[src/hw/rtl/mt_gen_pkg.sv]
// Package for the MT19937 word generator: constants, types and the tempering function.
package mt_gen_pkg;

    localparam int STATE_WORDS  = 624;
    localparam int TWIST_OFFSET = 397;

    localparam logic [31:0] DEFAULT_SEED = 32'd5489;
    localparam logic [31:0] INIT_MULT    = 32'd1812433253;
    localparam logic [31:0] TWIST_MATRIX = 32'h9908b0df;
    localparam logic [31:0] TEMPER_B     = 32'h9d2c5680;
    localparam logic [31:0] TEMPER_C     = 32'hefc60000;

    typedef enum logic [2:0] {
        ST_IDLE,
        ST_SEED_MUL,
        ST_SEED_WR,
        ST_RD_I,
        ST_RD_N,
        ST_RD_F,
        ST_TWIST,
        ST_EMIT
    } t_state;

    typedef enum logic [1:0] {
        RD_SEL_I,
        RD_SEL_N,
        RD_SEL_F
    } t_rd_sel;

    typedef struct packed {
        logic    seed_start;
        logic    seed_mul;
        logic    seed_wr;
        t_rd_sel rd_sel;
        logic    cap_i;
        logic    cap_n;
        logic    twist;
        logic    emit;
    } t_cmd;

    typedef struct packed {
        logic need_seed;
        logic seed_last;
        logic out_free;
    } t_stat;

    function automatic logic [31:0] temper(input logic [31:0] x);
        logic [31:0] t;
        begin
            t = x ^ (x >> 11);
            t = t ^ ((t << 7) & TEMPER_B);
            t = t ^ ((t << 15) & TEMPER_C);
            t = t ^ (t >> 18);
            return t;
        end
    endfunction

endpackage

[src/hw/rtl/mt_gen_ctrl.sv]
// Controller state machine for the MT19937 word generator.
module mt_gen_ctrl (
    input  logic              i_clk,
    input  logic              i_rst_n,
    input  logic              i_in_valid,
    input  mt_gen_pkg::t_stat i_stat,
    output logic              o_in_ready,
    output mt_gen_pkg::t_cmd  o_cmd
);

    mt_gen_pkg::t_state r_state;
    mt_gen_pkg::t_state n_state;

    always_ff @(posedge i_clk) begin
        if (!i_rst_n) begin
            r_state <= mt_gen_pkg::ST_IDLE;
        end else begin
            r_state <= n_state;
        end
    end

    always_comb begin
        n_state = r_state;
        case (r_state)
            mt_gen_pkg::ST_IDLE: begin
                if (i_in_valid) begin
                    n_state = i_stat.need_seed ? mt_gen_pkg::ST_SEED_MUL : mt_gen_pkg::ST_RD_I;
                end
            end
            mt_gen_pkg::ST_SEED_MUL: n_state = mt_gen_pkg::ST_SEED_WR;
            mt_gen_pkg::ST_SEED_WR: begin
                n_state = i_stat.seed_last ? mt_gen_pkg::ST_RD_I : mt_gen_pkg::ST_SEED_MUL;
            end
            mt_gen_pkg::ST_RD_I:  n_state = mt_gen_pkg::ST_RD_N;
            mt_gen_pkg::ST_RD_N:  n_state = mt_gen_pkg::ST_RD_F;
            mt_gen_pkg::ST_RD_F:  n_state = mt_gen_pkg::ST_TWIST;
            mt_gen_pkg::ST_TWIST: n_state = mt_gen_pkg::ST_EMIT;
            mt_gen_pkg::ST_EMIT: begin
                if (i_stat.out_free) begin
                    n_state = mt_gen_pkg::ST_IDLE;
                end
            end
            default: n_state = mt_gen_pkg::ST_IDLE;
        endcase
    end

    always_comb begin
        o_in_ready = 1'b0;
        o_cmd      = '0;
        o_cmd.rd_sel = mt_gen_pkg::RD_SEL_I;
        case (r_state)
            mt_gen_pkg::ST_IDLE: begin
                o_in_ready       = 1'b1;
                o_cmd.seed_start = i_in_valid & i_stat.need_seed;
            end
            mt_gen_pkg::ST_SEED_MUL: o_cmd.seed_mul = 1'b1;
            mt_gen_pkg::ST_SEED_WR:  o_cmd.seed_wr  = 1'b1;
            mt_gen_pkg::ST_RD_I:     o_cmd.rd_sel   = mt_gen_pkg::RD_SEL_I;
            mt_gen_pkg::ST_RD_N: begin
                o_cmd.rd_sel = mt_gen_pkg::RD_SEL_N;
                o_cmd.cap_i  = 1'b1;
            end
            mt_gen_pkg::ST_RD_F: begin
                o_cmd.rd_sel = mt_gen_pkg::RD_SEL_F;
                o_cmd.cap_n  = 1'b1;
            end
            mt_gen_pkg::ST_TWIST:    o_cmd.twist = 1'b1;
            mt_gen_pkg::ST_EMIT:     o_cmd.emit  = i_stat.out_free;
            default: begin
                o_in_ready = 1'b0;
            end
        endcase
    end

endmodule

[config.mk]
export PLATFORM = sky130hd
export DESIGN_NAME = mt_gen_ctrl
export DESIGN_NICKNAME = d
export VERILOG_FILES = /design/src/hw/rtl/mt_gen_pkg.sv /design/src/hw/rtl/mt_gen_ctrl.sv
export SDC_FILE = /design/constraint.sdc
export NUM_CORES = 1
export LEC_CHECK = 0
export BUFFER_PORTS_ARGS = -buffer_cell sky130_fd_sc_hd__buf_2
export CORE_AREA = 5 5 42 44
export DETAILED_ROUTE_END_ITERATION = 8
export DIE_AREA = 0 0 47 49
export PLACE_DENSITY = 0.48
export RECOVER_POWER = 50
export REMOVE_ABC_BUFFERS = 1
export SKIP_CTS_REPAIR_TIMING = 1
export SKIP_LAST_GASP = 1
export SYNTH_ARGS = -nofsm -noshare
export SYNTH_HDL_FRONTEND = slang
export SYNTH_SLANG_ARGS = --single-unit
[constraint.sdc]
create_clock -name i_clk -period 1 [get_ports i_clk]
set_input_delay 0.15 -clock i_clk [delete_from_list [all_inputs] [get_ports i_clk]]
set_output_delay 0.15 -clock i_clk [all_outputs]
set_load 0.02 [all_outputs]
==> reports/metrics.cfg <==
[floorplan]
dieArea_sq_um = 2300
start_util_pct = 16.4
die_w_um = 47
core_area_sq_um = 1400
io_pins = 16
rows = 14
die_y_um = 49

[clock_tree]
insertion_delay_ns = 0.23
tritoncts = done
clock_tree.buffer_depth = 2
root_buffer = clkbuf_4
h-tree-depth = 1
clkTransAtPathRegs_ns = 0.04
cts_buffers = 3
cts.sinks = 3

[timing]
setup_tns_ns = -1.98
fin_skew_ns = 0.00171
finalSetupViolCount = 12
achievable-frequency_mhz = 818
hold_viol = 0
rsz0062_at_grt = true
slew_headroom_pct = 88.2
period_share_pct = 122
setup_ws_ns = -0.222
period_needed_ns = 1.22
drv_slew = 0
tightest_slew_ns = 0.176

[setup_path]
start_kind = flip-flop
worstPathMaxFanout = 8
reg2reg_depth = 4
crit_arrival_ns = 1.07
crit_type = flip-flop to primary output
end_kind = primary output
cp.required_ns = 0.85

[synthesis]
synth.cell_area_sq_um = 230
ys_seq_area_share_pct = 26.1
netlist_top_cells_area = dfxtp_1, nor3b_1, buf_4, and3_1, nand2b_1
synth.avg_cell_area_sq_um = 8.22
synth_cells = 28
ys_warn_count = 0
synth_top_area_share_pct = 26.1
synth_top_cell_by_area = dfxtp_1
ys_ff_latch = 3
synth_cell_type_count = 15

[layout]
diodes = 0
largestRegisters = r_state: 3 flops
area_growth_pct = 96.7
regMostFlops = r_state
drive_gt1_share_pct = 75.5
fin_nets = 56
largest_reg_flops = 3

[power]
p_seq_share_pct = 27.7
power.switching_w = 0.000219
pwr_density_cell_nw_per_um2 = 1430
p_total_w = 0.000646
p_comb_share_pct = 39.3
switching_share_pct = 33.9
ir_worst_vdd_mv = 0.350
p_int_w = 0.000427
power_frac_clock_pct = 33.0
p_leak_nw = 0.209

[route]
vias = 272
wirelength_um = 746
viasPerCell = 4.18
wire_per_inst_um = 11.5
drt_iter0_drc = 3
first_pass_iters = 4
ant_nets = 0
drc = 0

[min_path]
hold_depth = 2
holdCritPathClass = input pin to flip-flop

[placed_design]
portBuffers = 15
place.gp.congestion = 0.651
dp_hpwl_um = 484

[grt]
grt_max_degree = 12
antenna_found_initial = 0
grt_pass1_wl_um = 834
grt_pass1_vias = 218
overflow = 0
track_usage_pct = 5.27

[flow_run]
maxCapViolations = 0

[outcome]
violations = negative setup slack
status = complete, but fails checks

through the flow:
step	setup slack, ns	hold WS (ns)	area, sq um	std cells	utilization (%)
after floorplan	-0.562	0.281	191	23	-
after global placement	-0.0776	0.421	317	58	22.6
after detailed placement	-0.103	0.416	317	58	22.6
after CTS	-0.354	0.163	343	62	24.5
after global routing	-0.278	0.187	453	65	32.3
final	-0.222	0.179	453	65	32.3
cell usage in the layout (no fill, tap or decap), types with 2 or more instances in the layout:
master | Yosys | layout
a21oi_1 | 2 | 2
and3_1 | 2 | 2
buf_2 | 1 | 6
buf_4 | 3 | 13
buf_6 | 1 | 3
clkbuf_4 | 0 | 3
dfxtp_4 | 0 | 3
nand2b_1 | 2 | 2
nor3_4 | 0 | 2
nor3b_1 | 5 | 2
nor3b_2 | 0 | 3
power by group through the flow:
stage	logic, W	registers, W	clock network, W
6_report	0.000254	0.000179	0.000213
5_1_grt	0.000272	0.000184	0.000231
4_1_cts	0.000179	0.000169	0.000226
3_5_place_dp	0.000178	0.000172	0
3_3_place_gp	0.000178	0.000172	0
2_1_floorplan	0.000103	0.000166	0
metal layers:
| layer | part of all wire, % | up-vias | GRT usage (%) | wire (um) |
|---|---|---|---|---|
| li1 | - | 142 | - | - |
| met4 | 0 | 0 | 5.53 | 0 |
| met5 | 0 | - | 0 | 0 |
| met1 | 37 | 121 | 5.24 | 277 |
| met2 | 57 | 9 | 7.47 | 423 |
| met3 | 6.0 | 0 | 2.21 | 45 |
final timing paths:
path / startpoint / slack (ns) / to
worst min-delay path: i_rst_n / 0.18 / r_state[0]
worst max register to register: r_state[1] / -0.03 / r_state[1]
worst min register to register: r_state[2] / 0.59 / r_state[2]
worst max-delay path: r_state[0] / -0.22 / o_cmd[8]
area by class of cell:
cell class                      count  area (sq um)
Fill cell                         154           948
Clock buffer                        4          26.3
Timing Repair Buffer               22           161
Multi-Input combinational cell     19           168
Inverter                            1          6.26
Tap cell                           16          20.0
Sequential cell                     3          71.3
Yosys cell counts:
master    instances
nor3_2            1
a31oi_1           1
nor3b_1           5
buf_4             3
a21oi_1           2
buf_6             1
and4_4            1
nor3_1            2
buf_2             1
dfxtp_1           3
and3_1            2
nor2_1            2
o311a_1           1
nand2b_1          2
inv_1             1
worst max-delay path, cell delays in order, from the launching register on:
cell and delay, ns:
dfxtp_4 0.37, nor3_4 0.16, and3_1 0.17, buf_4 0.13
cells by family after synthesis:
logic type	synth area share, %
DFF	26.1
buffers and inverters	18.5
AOI/OAI and AO/OA	11.4
and+or+nand+nor	44.0
No activity file was read; power rests on OpenSTA's default activity.
